File: src/hdl/i2cm_pkg.sv
`timescale 1ns / 1ps
`default_nettype none
// ---------------------------------------------------------------------------
// i2cm_pkg
// shared types and constants of the i2c transaction master
// ---------------------------------------------------------------------------
package i2cm_pkg;

  localparam logic [1:0] FUNC_TICK  = 2'd0;
  localparam logic [1:0] FUNC_LOAD  = 2'd1;
  localparam logic [1:0] FUNC_WRITE = 2'd2;
  localparam logic [1:0] FUNC_READ  = 2'd3;

  localparam logic [1:0] ST_OK       = 2'd0;
  localparam logic [1:0] ST_WR_NACK  = 2'd1;
  localparam logic [1:0] ST_DAT_NACK = 2'd2;
  localparam logic [1:0] ST_RD_NACK  = 2'd3;

  localparam logic [15:0] HALF_PERIOD_RST = 16'd10;

  typedef enum logic [3:0] {
    PH_IDLE,
    PH_START_A,
    PH_START_B,
    PH_TX_LO,
    PH_TX_HI,
    PH_ACKR_LO,
    PH_ACKR_HI,
    PH_RX_LO,
    PH_RX_HI,
    PH_ACKS_LO,
    PH_ACKS_HI,
    PH_STOP_LO,
    PH_STOP_HI,
    PH_STOP_END
  } phase_t;

  typedef struct packed {
    logic       scl_level;
    logic       sda_release;
    logic [7:0] rx_byte;
    logic       rx_valid;
    logic       rx_last;
    logic       done_res;
    logic [1:0] status;
    logic       busy_res;
  } result_t;

endpackage
`default_nettype wire

File: src/hdl/i2cm_wbuf.sv
`timescale 1ns / 1ps
`default_nettype none
// ---------------------------------------------------------------------------
// i2cm_wbuf
// write byte buffer, one write port and one registered read port
// ---------------------------------------------------------------------------
module i2cm_wbuf #(
  parameter int DEPTH = 256,
  parameter int AW    = 8
) (
  input  wire logic          clk,
  input  wire logic          wr_en,
  input  wire logic [AW-1:0] wr_addr,
  input  wire logic [7:0]    wr_data,
  input  wire logic [AW-1:0] rd_addr,
  output logic      [7:0]    rd_data
);

  logic [7:0] mem [DEPTH];

  always_ff @(posedge clk) begin
    if (wr_en) begin
      mem[wr_addr] <= wr_data;
    end
  end

  always_ff @(posedge clk) begin
    rd_data <= mem[rd_addr];
  end

endmodule
`default_nettype wire

File: src/hdl/i2cm_ctrl.sv
`timescale 1ns / 1ps
`default_nettype none
// ---------------------------------------------------------------------------
// i2cm_ctrl
// bus sequencer: line phases, bit and byte counting, buffer access
// ---------------------------------------------------------------------------
module i2cm_ctrl #(
  parameter int DEPTH = 256,
  parameter int AW    = 8,
  parameter int FW    = 9
) (
  input  wire logic             clk,
  input  wire logic             rst_n,
  input  wire logic             acc,
  input  wire logic [1:0]       func,
  input  wire logic [6:0]       dev_addr,
  input  wire logic [7:0]       byte_count,
  input  wire logic             sda_level,
  input  wire logic [15:0]      half_period,
  output logic                  mem_we,
  output logic      [AW-1:0]    mem_waddr,
  output logic      [AW-1:0]    mem_raddr,
  input  wire logic [7:0]       mem_rdata,
  output i2cm_pkg::result_t     res
);

  i2cm_pkg::phase_t phase_r, phase_nxt;
  logic [15:0] dc_r, dc_nxt;
  logic [3:0]  bit_r, bit_nxt;
  logic [7:0]  sh_r, sh_nxt;
  logic [7:0]  left_r, left_nxt;
  logic [7:0]  idx_r, idx_nxt;
  logic [FW-1:0] fill_r, fill_nxt;
  logic        rd_r, rd_nxt;
  logic [1:0]  st_r, st_nxt;

  logic [15:0] hp;
  logic [15:0] dc_inc;
  logic        step;

  assign hp        = (half_period == 16'd0) ? 16'd1 : half_period;
  assign dc_inc    = dc_r + 16'd1;
  assign step      = (dc_inc >= hp) || (dc_inc == 16'd0);
  assign mem_waddr = fill_r[AW-1:0];
  assign mem_raddr = AW'(idx_r);

  always_comb begin
    phase_nxt = phase_r;
    dc_nxt    = dc_r;
    bit_nxt   = bit_r;
    sh_nxt    = sh_r;
    left_nxt  = left_r;
    idx_nxt   = idx_r;
    fill_nxt  = fill_r;
    rd_nxt    = rd_r;
    st_nxt    = st_r;
    mem_we    = 1'b0;
    res       = '0;
    res.scl_level   = 1'b1;
    res.sda_release = 1'b1;
    if (phase_r == i2cm_pkg::PH_IDLE) begin
      if (func == i2cm_pkg::FUNC_LOAD) begin
        if (fill_r < FW'(DEPTH)) begin
          mem_we   = 1'b1;
          fill_nxt = fill_r + FW'(1);
        end
      end else if (func == i2cm_pkg::FUNC_WRITE || func == i2cm_pkg::FUNC_READ) begin
        idx_nxt   = '0;
        phase_nxt = i2cm_pkg::PH_START_A;
        dc_nxt    = '0;
        bit_nxt   = '0;
        if (func == i2cm_pkg::FUNC_READ) begin
          rd_nxt   = 1'b1;
          left_nxt = (byte_count == 8'd0) ? 8'd1 : byte_count;
          sh_nxt   = {dev_addr, 1'b1};
          st_nxt   = i2cm_pkg::ST_RD_NACK;
        end else begin
          rd_nxt   = 1'b0;
          left_nxt = byte_count;
          fill_nxt = '0;
          sh_nxt   = {dev_addr, 1'b0};
          st_nxt   = i2cm_pkg::ST_WR_NACK;
        end
      end
    end else begin
      unique case (phase_r)
        i2cm_pkg::PH_START_B: begin
          res.sda_release = 1'b0;
        end
        i2cm_pkg::PH_TX_LO: begin
          res.scl_level   = 1'b0;
          res.sda_release = sh_r[7];
        end
        i2cm_pkg::PH_TX_HI: begin
          res.sda_release = sh_r[7];
        end
        i2cm_pkg::PH_ACKR_LO, i2cm_pkg::PH_RX_LO: begin
          res.scl_level = 1'b0;
        end
        i2cm_pkg::PH_ACKS_LO: begin
          res.scl_level   = 1'b0;
          res.sda_release = (left_r == 8'd1);
        end
        i2cm_pkg::PH_ACKS_HI: begin
          res.sda_release = (left_r == 8'd1);
        end
        i2cm_pkg::PH_STOP_LO: begin
          res.scl_level   = 1'b0;
          res.sda_release = 1'b0;
        end
        i2cm_pkg::PH_STOP_HI: begin
          res.sda_release = 1'b0;
        end
        default: begin
        end
      endcase
      if (dc_r == 16'd0 &&
          (phase_r == i2cm_pkg::PH_ACKR_HI || phase_r == i2cm_pkg::PH_RX_HI)) begin
        sh_nxt = {sh_r[6:0], sda_level};
      end
      if (!step) begin
        dc_nxt = dc_inc;
      end else begin
        dc_nxt = '0;
        unique case (phase_r)
          i2cm_pkg::PH_START_A: phase_nxt = i2cm_pkg::PH_START_B;
          i2cm_pkg::PH_START_B: phase_nxt = i2cm_pkg::PH_TX_LO;
          i2cm_pkg::PH_TX_LO:   phase_nxt = i2cm_pkg::PH_TX_HI;
          i2cm_pkg::PH_TX_HI: begin
            sh_nxt = {sh_nxt[6:0], 1'b0};
            if (bit_r + 4'd1 >= 4'd8) begin
              bit_nxt   = '0;
              phase_nxt = i2cm_pkg::PH_ACKR_LO;
            end else begin
              bit_nxt   = bit_r + 4'd1;
              phase_nxt = i2cm_pkg::PH_TX_LO;
            end
          end
          i2cm_pkg::PH_ACKR_LO: phase_nxt = i2cm_pkg::PH_ACKR_HI;
          i2cm_pkg::PH_ACKR_HI: begin
            if (sh_nxt[0]) begin
              phase_nxt = i2cm_pkg::PH_STOP_LO;
            end else if (rd_r) begin
              st_nxt    = i2cm_pkg::ST_OK;
              sh_nxt    = '0;
              bit_nxt   = '0;
              phase_nxt = i2cm_pkg::PH_RX_LO;
            end else if (left_r == 8'd0) begin
              st_nxt    = i2cm_pkg::ST_OK;
              phase_nxt = i2cm_pkg::PH_STOP_LO;
            end else begin
              sh_nxt    = mem_rdata;
              idx_nxt   = idx_r + 8'd1;
              left_nxt  = left_r - 8'd1;
              st_nxt    = i2cm_pkg::ST_DAT_NACK;
              bit_nxt   = '0;
              phase_nxt = i2cm_pkg::PH_TX_LO;
            end
          end
          i2cm_pkg::PH_RX_LO: phase_nxt = i2cm_pkg::PH_RX_HI;
          i2cm_pkg::PH_RX_HI: begin
            if (bit_r + 4'd1 >= 4'd8) begin
              bit_nxt      = '0;
              res.rx_byte  = sh_nxt;
              res.rx_valid = 1'b1;
              res.rx_last  = (left_r == 8'd1);
              phase_nxt    = i2cm_pkg::PH_ACKS_LO;
            end else begin
              bit_nxt   = bit_r + 4'd1;
              phase_nxt = i2cm_pkg::PH_RX_LO;
            end
          end
          i2cm_pkg::PH_ACKS_LO: phase_nxt = i2cm_pkg::PH_ACKS_HI;
          i2cm_pkg::PH_ACKS_HI: begin
            if (left_r > 8'd1) begin
              left_nxt  = left_r - 8'd1;
              phase_nxt = i2cm_pkg::PH_RX_LO;
            end else begin
              left_nxt  = '0;
              phase_nxt = i2cm_pkg::PH_STOP_LO;
            end
          end
          i2cm_pkg::PH_STOP_LO: phase_nxt = i2cm_pkg::PH_STOP_HI;
          i2cm_pkg::PH_STOP_HI: phase_nxt = i2cm_pkg::PH_STOP_END;
          i2cm_pkg::PH_STOP_END: begin
            res.done_res = 1'b1;
            res.status   = st_r;
            phase_nxt    = i2cm_pkg::PH_IDLE;
          end
          default: phase_nxt = i2cm_pkg::PH_IDLE;
        endcase
      end
    end
    res.busy_res = (phase_nxt != i2cm_pkg::PH_IDLE);
  end

  always_ff @(posedge clk) begin
    if (!rst_n) begin
      phase_r <= i2cm_pkg::PH_IDLE;
      dc_r    <= '0;
      bit_r   <= '0;
      sh_r    <= '0;
      left_r  <= '0;
      idx_r   <= '0;
      fill_r  <= '0;
      rd_r    <= 1'b0;
      st_r    <= '0;
    end else if (acc) begin
      phase_r <= phase_nxt;
      dc_r    <= dc_nxt;
      bit_r   <= bit_nxt;
      sh_r    <= sh_nxt;
      left_r  <= left_nxt;
      idx_r   <= idx_nxt;
      fill_r  <= fill_nxt;
      rd_r    <= rd_nxt;
      st_r    <= st_nxt;
    end
  end

  a_bit_range: assert property (@(posedge clk) disable iff (!rst_n) bit_r < 4'd8)
    else $error("bit counter out of range");
  a_fill_range: assert property (@(posedge clk) disable iff (!rst_n) fill_r <= FW'(DEPTH))
    else $error("buffer fill beyond depth");
  a_done_idle: assert property (@(posedge clk) disable iff (!rst_n)
    acc && res.done_res |=> phase_r == i2cm_pkg::PH_IDLE)
    else $error("done without return to idle");
  a_rx_read: assert property (@(posedge clk) disable iff (!rst_n)
    acc && res.rx_valid |-> rd_r)
    else $error("received byte outside a read");

endmodule
`default_nettype wire

File: src/hdl/i2cm_outq.sv
`timescale 1ns / 1ps
`default_nettype none
// ---------------------------------------------------------------------------
// i2cm_outq
// two-entry result queue between sequencer and output channel
// ---------------------------------------------------------------------------
module i2cm_outq (
  input  wire logic              clk,
  input  wire logic              rst_n,
  input  wire logic              push,
  input  wire i2cm_pkg::result_t push_data,
  output logic                   full,
  output logic                   head_valid,
  input  wire logic              pop,
  output i2cm_pkg::result_t      head
);

  i2cm_pkg::result_t q0_r, q0_nxt, q1_r, q1_nxt;
  logic [1:0] cnt_r, cnt_nxt;

  assign full       = (cnt_r == 2'd2);
  assign head_valid = (cnt_r != 2'd0);
  assign head       = q0_r;

  always_comb begin
    q0_nxt  = q0_r;
    q1_nxt  = q1_r;
    cnt_nxt = cnt_r;
    priority if (push && pop) begin
      if (cnt_r == 2'd1) begin
        q0_nxt = push_data;
      end else begin
        q0_nxt = q1_r;
        q1_nxt = push_data;
      end
    end else if (push) begin
      if (cnt_r == 2'd0) begin
        q0_nxt = push_data;
      end else begin
        q1_nxt = push_data;
      end
      cnt_nxt = cnt_r + 2'd1;
    end else if (pop) begin
      q0_nxt  = q1_r;
      cnt_nxt = cnt_r - 2'd1;
    end else begin
    end
  end

  always_ff @(posedge clk) begin
    if (!rst_n) begin
      cnt_r <= '0;
    end else begin
      cnt_r <= cnt_nxt;
    end
  end

  always_ff @(posedge clk) begin
    q0_r <= q0_nxt;
    q1_r <= q1_nxt;
  end

endmodule
`default_nettype wire

File: src/hdl/i2c_master_transaction_top.sv
`timescale 1ns / 1ps
`default_nettype none
// ---------------------------------------------------------------------------
// i2c_master_transaction_top
// i2c master running whole write and read transactions from a byte buffer
// ---------------------------------------------------------------------------
// results pass through a registered result queue; buffer reads are registered
// and prefetched. throughput: one item per cycle unless in_stall is high; a
// two-entry result queue keeps input open while one result waits
// reset: synchronous active low, bus idle, half period 10, buffer not cleared
// ---------------------------------------------------------------------------
module i2c_master_transaction_top #(
  parameter int BUF_DEPTH = 256
) (
  input  wire logic        clk,
  input  wire logic        rst_n,
  input  wire logic        in_valid,
  output logic             in_stall,
  input  wire logic [1:0]  in_func,
  input  wire logic [6:0]  in_dev_addr,
  input  wire logic [7:0]  in_byte_count,
  input  wire logic [7:0]  in_data_byte,
  input  wire logic        in_sda_level,
  output logic             out_valid,
  input  wire logic        out_stall,
  output logic             out_scl_level,
  output logic             out_sda_release,
  output logic [7:0]       out_rx_byte,
  output logic             out_rx_valid,
  output logic             out_rx_last,
  output logic             out_done_res,
  output logic [1:0]       out_status,
  output logic             out_busy_res,
  input  wire logic        cfg_valid,
  output logic             cfg_ready,
  input  wire logic [15:0] cfg_half_period
);

  localparam int AW = (BUF_DEPTH > 1) ? $clog2(BUF_DEPTH) : 1;
  localparam int FW = $clog2(BUF_DEPTH + 1);

  logic [15:0]       half_r;
  logic              acc;
  logic              q_full;
  logic              mem_we;
  logic [AW-1:0]     mem_waddr;
  logic [AW-1:0]     mem_raddr;
  logic [7:0]        mem_rdata;
  i2cm_pkg::result_t res;
  i2cm_pkg::result_t head;

  assign cfg_ready = 1'b1;
  assign in_stall  = q_full;
  assign acc       = in_valid && !q_full;

  always_ff @(posedge clk) begin
    if (!rst_n) begin
      half_r <= i2cm_pkg::HALF_PERIOD_RST;
    end else if (cfg_valid && cfg_ready) begin
      half_r <= cfg_half_period;
    end
  end

  i2cm_wbuf #(.DEPTH(BUF_DEPTH), .AW(AW)) u_wbuf (
    .clk     (clk),
    .wr_en   (mem_we && acc),
    .wr_addr (mem_waddr),
    .wr_data (in_data_byte),
    .rd_addr (mem_raddr),
    .rd_data (mem_rdata)
  );

  i2cm_ctrl #(.DEPTH(BUF_DEPTH), .AW(AW), .FW(FW)) u_ctrl (
    .clk         (clk),
    .rst_n       (rst_n),
    .acc         (acc),
    .func        (in_func),
    .dev_addr    (in_dev_addr),
    .byte_count  (in_byte_count),
    .sda_level   (in_sda_level),
    .half_period (half_r),
    .mem_we      (mem_we),
    .mem_waddr   (mem_waddr),
    .mem_raddr   (mem_raddr),
    .mem_rdata   (mem_rdata),
    .res         (res)
  );

  i2cm_outq u_outq (
    .clk        (clk),
    .rst_n      (rst_n),
    .push       (acc),
    .push_data  (res),
    .full       (q_full),
    .head_valid (out_valid),
    .pop        (out_valid && !out_stall),
    .head       (head)
  );

  assign out_scl_level   = head.scl_level;
  assign out_sda_release = head.sda_release;
  assign out_rx_byte     = head.rx_byte;
  assign out_rx_valid    = head.rx_valid;
  assign out_rx_last     = head.rx_last;
  assign out_done_res    = head.done_res;
  assign out_status      = head.status;
  assign out_busy_res    = head.busy_res;

endmodule
`default_nettype wire

File: config.mk
export PLATFORM = sky130hd
export DESIGN_NAME = i2c_master_transaction_top
export DESIGN_NICKNAME = d
export VERILOG_FILES = /design/src/hdl/i2cm_pkg.sv /design/src/hdl/i2cm_wbuf.sv /design/src/hdl/i2cm_ctrl.sv /design/src/hdl/i2cm_outq.sv /design/src/hdl/i2c_master_transaction_top.sv
export SDC_FILE = /design/constraint.sdc
export NUM_CORES = 2
export LEC_CHECK = 0
export CORE_AREA = 3 3 448 494
export DETAILED_ROUTE_END_ITERATION = 16
export DIE_AREA = 0 0 451 497
export DONT_BUFFER_PORTS = 1
export GPL_TIMING_DRIVEN = 1
export HOLD_SLACK_MARGIN = 0.12
export REMOVE_ABC_BUFFERS = 1
export SLEW_MARGIN = 0
export SYNTH_ARGS = -nofsm -noshare
export SYNTH_HDL_FRONTEND = slang
export SYNTH_HIERARCHICAL = 1
export SYNTH_SLANG_ARGS = --single-unit
File: constraint.sdc
create_clock -name clk -period 5.16 [get_ports clk]
set_input_delay 0.774 -clock clk [delete_from_list [all_inputs] [get_ports clk]]
set_output_delay 0.774 -clock clk [all_outputs]
set_load 0.005 [all_outputs]
==> run_results.csv <==
group,metric,value,unit
worst_setup_path,worstReg2RegEnd,"u_outq/head[13]",
timing,maxClockFrequency,0.234,GHz
logic_synthesis,count_of_different_cell_masters_after_synthesis,100,
pwr,cell_internal_pwr,28.5,mW
logic_synthesis,synth_area_leader_cell,"sky130_fd_sc_hd__edfxtp_1",
hold_path,hold_path_class,"input pin to register",
pwr,vdd.ir_drop.worst,0.275,mV
clock_tree,postCtsSetupBuffers,0,
pwr,power.share.combinational,4.5,%
global_routing,grt_start_max_net_pins,254,
pwr,clock_power_share,41.3,%
logic_synthesis,postSynthRegisterBits,2166,
global_routing,grt_pass1_wl,321000,um
cells_and_area,final.fill_count,18392,
place,detailedPlacementHpwl,128000,um
logic_synthesis,synth_enable_flop_cells,2080,
hold_path,worstHoldEndpoint,"u_ctrl/sh_r[4]",
clock_tree,clock_latency,0.86,ns
worst_setup_path,timing_worst_setup_path_type,"register to register",
worst_setup_path,worst-endpoint-arrival,5.00,ns
routing,routed_wirelength,220000,um
worst_setup_path,r2r-start,"u_ctrl/dc_r[0]",
floorplanning,num_rows,179,
cells_and_area,sequential_cell_area,64200,sq um
cells_and_area,finish.utilization,44.8,%
place,port-buffer-count,0,
logic_synthesis,synth.cell_area,86500,sq um
global_routing,antenna_violations_before_repair,6,
clock_tree,cts_sinks,2166,
floorplanning,coreArea,216000,sq um
pwr,p_sw_share,21.0,%
routing,avgRoutedWirePerCell,28.6,um
timing,slew_viol_final,0,
run_status,run_status,"finished clean",
worst_setup_path,critPathMaxFanout,14,
hold_path,holdCritStartpoint,"rst_n",
timing,finalCritPeriodShare,82.7,%
routing,detail_route.first_pass.iterations,6,
logic_synthesis,xor_xnor_share_of_the_synthesized_area,0.314,%
routing,antenna_viol_nets_final,0,
cells_and_area,multi_input_comb_area,20500,sq um
logic_synthesis,synth-warning-count,6,
timing,layout_min_cycle_time,4.27,ns
floorplanning,design.portCount,66,
timing,skew,0.0390,ns
cells_and_area,design_area,96900,sq um
global_routing,global_route.usage.total,19.4,%
clock_tree,cts-htree-levels,4,
cells_and_area,num-nets-final,4697,
clock_tree,clkSlewWorstSetupHoldPaths,0.06,ns
pwr,cellLeakagePower,28.8,nW
worst_setup_path,cp.required,5.89,ns
global_routing,vias_in_the_first_global_route,44883,
logic_synthesis,yosys_most_used_dff,"sky130_fd_sc_hd__edfxtp_1",
cells_and_area,layout-area-overhead-vs-synth,12.0,%
floorplanning,horizontal_extent_of_the_die,451,um
timing,tightestPinTransition,1.31,ns
clock_tree,tritoncts,"built",
worst_setup_path,r2r_setup_slack,0.89,ns
pwr,power_density,372,nW/um^2
floorplanning,start_util,40.0,%
routing,viasPerCell,5.82,
worst_setup_path,timing.critical_path.slowest_cell_delay,0.60,ns
clock_tree,cts_root_buf,"sky130_fd_sc_hd__clkbuf_16",
cells_and_area,drive_above_1_share,19.6,%
pwr,p_switching,7.57,mW
routing,via_count,44759,
clock_tree,cts_inserted_buffers,205,
logic_synthesis,synth_simple_gate_area_share,4.15,%
worst_setup_path,crit_path_top_delay_cell,"sky130_fd_sc_hd__nand4_1",
pwr,seq_power_share,54.2,%
worst_setup_path,cp-start-kind,"register",
logic_synthesis,netlist_instances,4522,
worst_setup_path,r2r.worst_path.cells,14,
routing,first_iter_violations,5006,
logic_synthesis,area_share_of_the_leading_cell_type_in_the_synthesized_netlist,72.2,%
place,place.gp.congestion,0.850,
floorplanning,dieArea,224000,sq um
logic_synthesis,share_of_the_synthesized_area_in_compound_gates_ao_oa_aoi_oai,4.56,%
logic_synthesis,yosys.area_share.adder,0.416,%
place,dpl_cell_area,89600,sq um
timing,grt_setup_unrepaired,"false",
timing,worst_slew_margin_rel,12.7,%
timing,finalHoldViolCount,0,
logic_synthesis,synth_async_sr_flop_share,0,%
clock_tree,clockBufferDepth,3,
pwr,sum_of_internal_switching_and_leakage_power,36.1,mW
global_routing,grt-ovfl-total,0,
flow_run,drv.max_cap_violation_count,0,
logic_synthesis,syn-mean-instance-area,19.1,sq um
worst_setup_path,path_cells,"ha_1 > nand4_1 > nor4_1 > xor2_1 > ha_1 > nand2_1 > nor2_1 > nand3_1 > o21ai_1 > buf_4 > a21o_1 > nand4_1 > nor2_1 > mux2_2",
logic_synthesis,synth_top_family_by_area,"multiplexers",
timing,setup_violations,0,
hold_path,holdPathStages,2,
floorplanning,fp.dieH,497,um
logic_synthesis,synth.area.mux_share,14.2,%
logic_synthesis,synth.top_cells.by_area,"sky130_fd_sc_hd__edfxtp_1 72%, sky130_fd_sc_hd__mux4_2 12%, sky130_fd_sc_hd__dfxtp_1 2.0%",
worst_setup_path,timing.critical_path.to_type,"register",
routing,route.detailed.drc,0,
logic_synthesis,ys_seq_area_share,74.2,%
## per-stage QoR
| step | worst slack [ns] | TNS [ns] | hold WS, ns | instances |
|---|---|---|---|---|
| after global routing | 0.653 | 0 | 0.141 | 7696 |
| after CTS | 0.962 | 0 | 0.120 | 7694 |
| after detailed placement | 0.951 | 0 | 0.457 | 7254 |
| after global placement | 0.948 | 0 | 0.445 | 7254 |
| after floorplan | -20.95 | -306.74 | 0.434 | 4233 |
| final | 0.891 | 0 | 0.198 | 7697 |
## metal layers
layer,routed length (um),track usage (%)
met1,92100,27.1
met2,107000,31.3
met3,14400,3.09
met4,7050,6.05
met5,0,0
## critical path: cells and delay by family (launching register included)
| family | cells | cell delay, ns |
|---|---|---|
| mux | 1 | 0.19 |
| flops | 1 | 0.41 |
| compound gates | 2 | 0.62 |
| buf+inv | 1 | 0.22 |
| fa+ha+maj | 2 | 0.47 |
| simple gates | 7 | 1.91 |
| xor+xnor | 1 | 0.36 |
## cells in the final DEF (no fill, tap or decap), types with 9 or more instances in the layout
| master | netlist | routed |
|---|---|---|
| sky130_fd_sc_hd__o221ai_1 | 47 | 47 |
| sky130_fd_sc_hd__dfxtp_1 | 86 | 81 |
| sky130_fd_sc_hd__mux2_2 | 11 | 11 |
| sky130_fd_sc_hd__clkinv_1 | 1 | 35 |
| sky130_fd_sc_hd__buf_12 | 10 | 18 |
| sky130_fd_sc_hd__edfxtp_1 | 2080 | 2080 |
| sky130_fd_sc_hd__nor3_1 | 43 | 42 |
| sky130_fd_sc_hd__clkbuf_16 | 0 | 205 |
| sky130_fd_sc_hd__bufinv_16 | 0 | 19 |
| sky130_fd_sc_hd__nand2b_1 | 12 | 12 |
| sky130_fd_sc_hd__a221oi_1 | 15 | 15 |
| sky130_fd_sc_hd__mux2_4 | 10 | 10 |
| sky130_fd_sc_hd__o21ai_0 | 42 | 42 |
| sky130_fd_sc_hd__nand2_1 | 117 | 117 |
| sky130_fd_sc_hd__nor2b_1 | 48 | 44 |
| sky130_fd_sc_hd__clkbuf_1 | 138 | 60 |
| sky130_fd_sc_hd__ha_1 | 28 | 28 |
| sky130_fd_sc_hd__and2_1 | 15 | 14 |
| sky130_fd_sc_hd__a22o_1 | 9 | 9 |
| sky130_fd_sc_hd__o22ai_1 | 30 | 30 |
| sky130_fd_sc_hd__or3_1 | 16 | 16 |
| sky130_fd_sc_hd__o211ai_1 | 24 | 24 |
| sky130_fd_sc_hd__nand4_1 | 25 | 25 |
| sky130_fd_sc_hd__inv_1 | 39 | 39 |
| sky130_fd_sc_hd__buf_4 | 37 | 109 |
| sky130_fd_sc_hd__mux2i_1 | 171 | 171 |
| sky130_fd_sc_hd__clkinv_2 | 0 | 39 |
| sky130_fd_sc_hd__a211oi_1 | 27 | 27 |
| sky130_fd_sc_hd__and3_1 | 11 | 11 |
| sky130_fd_sc_hd__nor2_1 | 338 | 335 |
| sky130_fd_sc_hd__dlygate4sd3_1 | 0 | 52 |
| sky130_fd_sc_hd__a22oi_1 | 139 | 139 |
| sky130_fd_sc_hd__mux4_2 | 454 | 454 |
| sky130_fd_sc_hd__xnor2_1 | 16 | 16 |
| sky130_fd_sc_hd__a21oi_1 | 134 | 134 |
| sky130_fd_sc_hd__nand3_1 | 56 | 55 |
| sky130_fd_sc_hd__xor2_1 | 15 | 15 |
| sky130_fd_sc_hd__nor4_1 | 36 | 36 |
## cell type report
type                       instances  share of cell area (%)
sequential                      2166                    66.2
multi-input combinational       2026                    21.2
antenna                            2                 0.00516
clock buffer                     267                    5.55
clock inverter                   117                    1.28
tap                             2896                    3.74
inverter                          41                   0.159
timing repair buffer             182                    1.84
## cell usage after synthesis, types with 7 or more instances
| cell | number |
|---|---|
| sky130_fd_sc_hd__edfxtp_1 | 2080 |
| sky130_fd_sc_hd__mux4_2 | 454 |
| sky130_fd_sc_hd__nor2_1 | 338 |
| sky130_fd_sc_hd__mux2i_1 | 171 |
| sky130_fd_sc_hd__a22oi_1 | 139 |
| sky130_fd_sc_hd__clkbuf_1 | 138 |
| sky130_fd_sc_hd__a21oi_1 | 134 |
| sky130_fd_sc_hd__nand2_1 | 117 |
| sky130_fd_sc_hd__dfxtp_1 | 86 |
| sky130_fd_sc_hd__nand3_1 | 56 |
| sky130_fd_sc_hd__nor2b_1 | 48 |
| sky130_fd_sc_hd__o221ai_1 | 47 |
| sky130_fd_sc_hd__nor3_1 | 43 |
| sky130_fd_sc_hd__o21ai_0 | 42 |
| sky130_fd_sc_hd__buf_2 | 41 |
| sky130_fd_sc_hd__inv_1 | 39 |
| sky130_fd_sc_hd__buf_4 | 37 |
| sky130_fd_sc_hd__nor4_1 | 36 |
| sky130_fd_sc_hd__o22ai_1 | 30 |
| sky130_fd_sc_hd__ha_1 | 28 |
| sky130_fd_sc_hd__a211oi_1 | 27 |
| sky130_fd_sc_hd__buf_1 | 25 |
| sky130_fd_sc_hd__nand4_1 | 25 |
| sky130_fd_sc_hd__o211ai_1 | 24 |
| sky130_fd_sc_hd__buf_6 | 22 |
| sky130_fd_sc_hd__or3_1 | 16 |
| sky130_fd_sc_hd__xnor2_1 | 16 |
| sky130_fd_sc_hd__a221oi_1 | 15 |
| sky130_fd_sc_hd__and2_1 | 15 |
| sky130_fd_sc_hd__xor2_1 | 15 |
| sky130_fd_sc_hd__buf_8 | 13 |
| sky130_fd_sc_hd__nand2b_1 | 12 |
| sky130_fd_sc_hd__and3_1 | 11 |
| sky130_fd_sc_hd__mux2_2 | 11 |
| sky130_fd_sc_hd__buf_12 | 10 |
| sky130_fd_sc_hd__mux2_4 | 10 |
| sky130_fd_sc_hd__a22o_1 | 9 |
| sky130_fd_sc_hd__a31oi_1 | 7 |
## state kept, by name (all words and copies together), names as in the netlist, 8 cells and up
| register | cells |
|---|---|
| u_ctrl/left_r | 8 |
| half_r | 16 |
| u_wbuf/mem | 2048 |
| u_wbuf/rd_data | 8 |
| u_ctrl/sh_r | 8 |
| u_ctrl/dc_r | 16 |
| u_outq/head | 16 |
| u_ctrl/mem_raddr | 8 |
| u_ctrl/fill_r | 9 |
| u_outq/q1_r | 16 |
## logic make-up (layout without fill, tap and decap cells)
kind of cell | after synthesis | count (layout)
DFF | 2166 | 2166
and+or+nand+nor | 759 | 759
muxes | 649 | 649
AOI/OAI and AO/OA | 557 | 557
buffers and inverters | 330 | 607
xor gates and xnor gates | 31 | 31
adders and majority gates | 29 | 29
other | 1 | 3
## power groups by stage
stage	registers, mW	clock network [mW]	logic, mW
6_report	19.5	14.9	1.62
5_1_grt	19.5	15.9	1.74
4_1_cts	19.5	15.2	1.64
3_5_place_dp	19.9	0	1.51
3_3_place_gp	19.9	0	1.50
2_1_floorplan	20.0	0	1.72
## what timing repair did
item,in CTS,in global routing
gates resized for setup,0,0
hold buffers,56,1
hold endpoints to repair,352,2
## how the worst max path moves through the flow
stage                         from           endpoint  slack, ns  depth (start not counted)
6_report            u_ctrl/dc_r[0]    u_outq/head[13]       0.89                         14
4_1_cts             u_ctrl/dc_r[0]    u_outq/head[13]       0.96                         14
5_1_grt             u_ctrl/dc_r[0]     u_outq/head[8]       0.65                         14
3_5_place_dp        u_ctrl/dc_r[0]    u_outq/head[13]       0.95                         14
2_1_floorplan  u_ctrl/mem_raddr[0]  u_wbuf/rd_data[1]     -20.95                          6
3_3_place_gp        u_ctrl/dc_r[2]     u_outq/head[0]       0.95                         14
(Power assumes the default switching activity.)
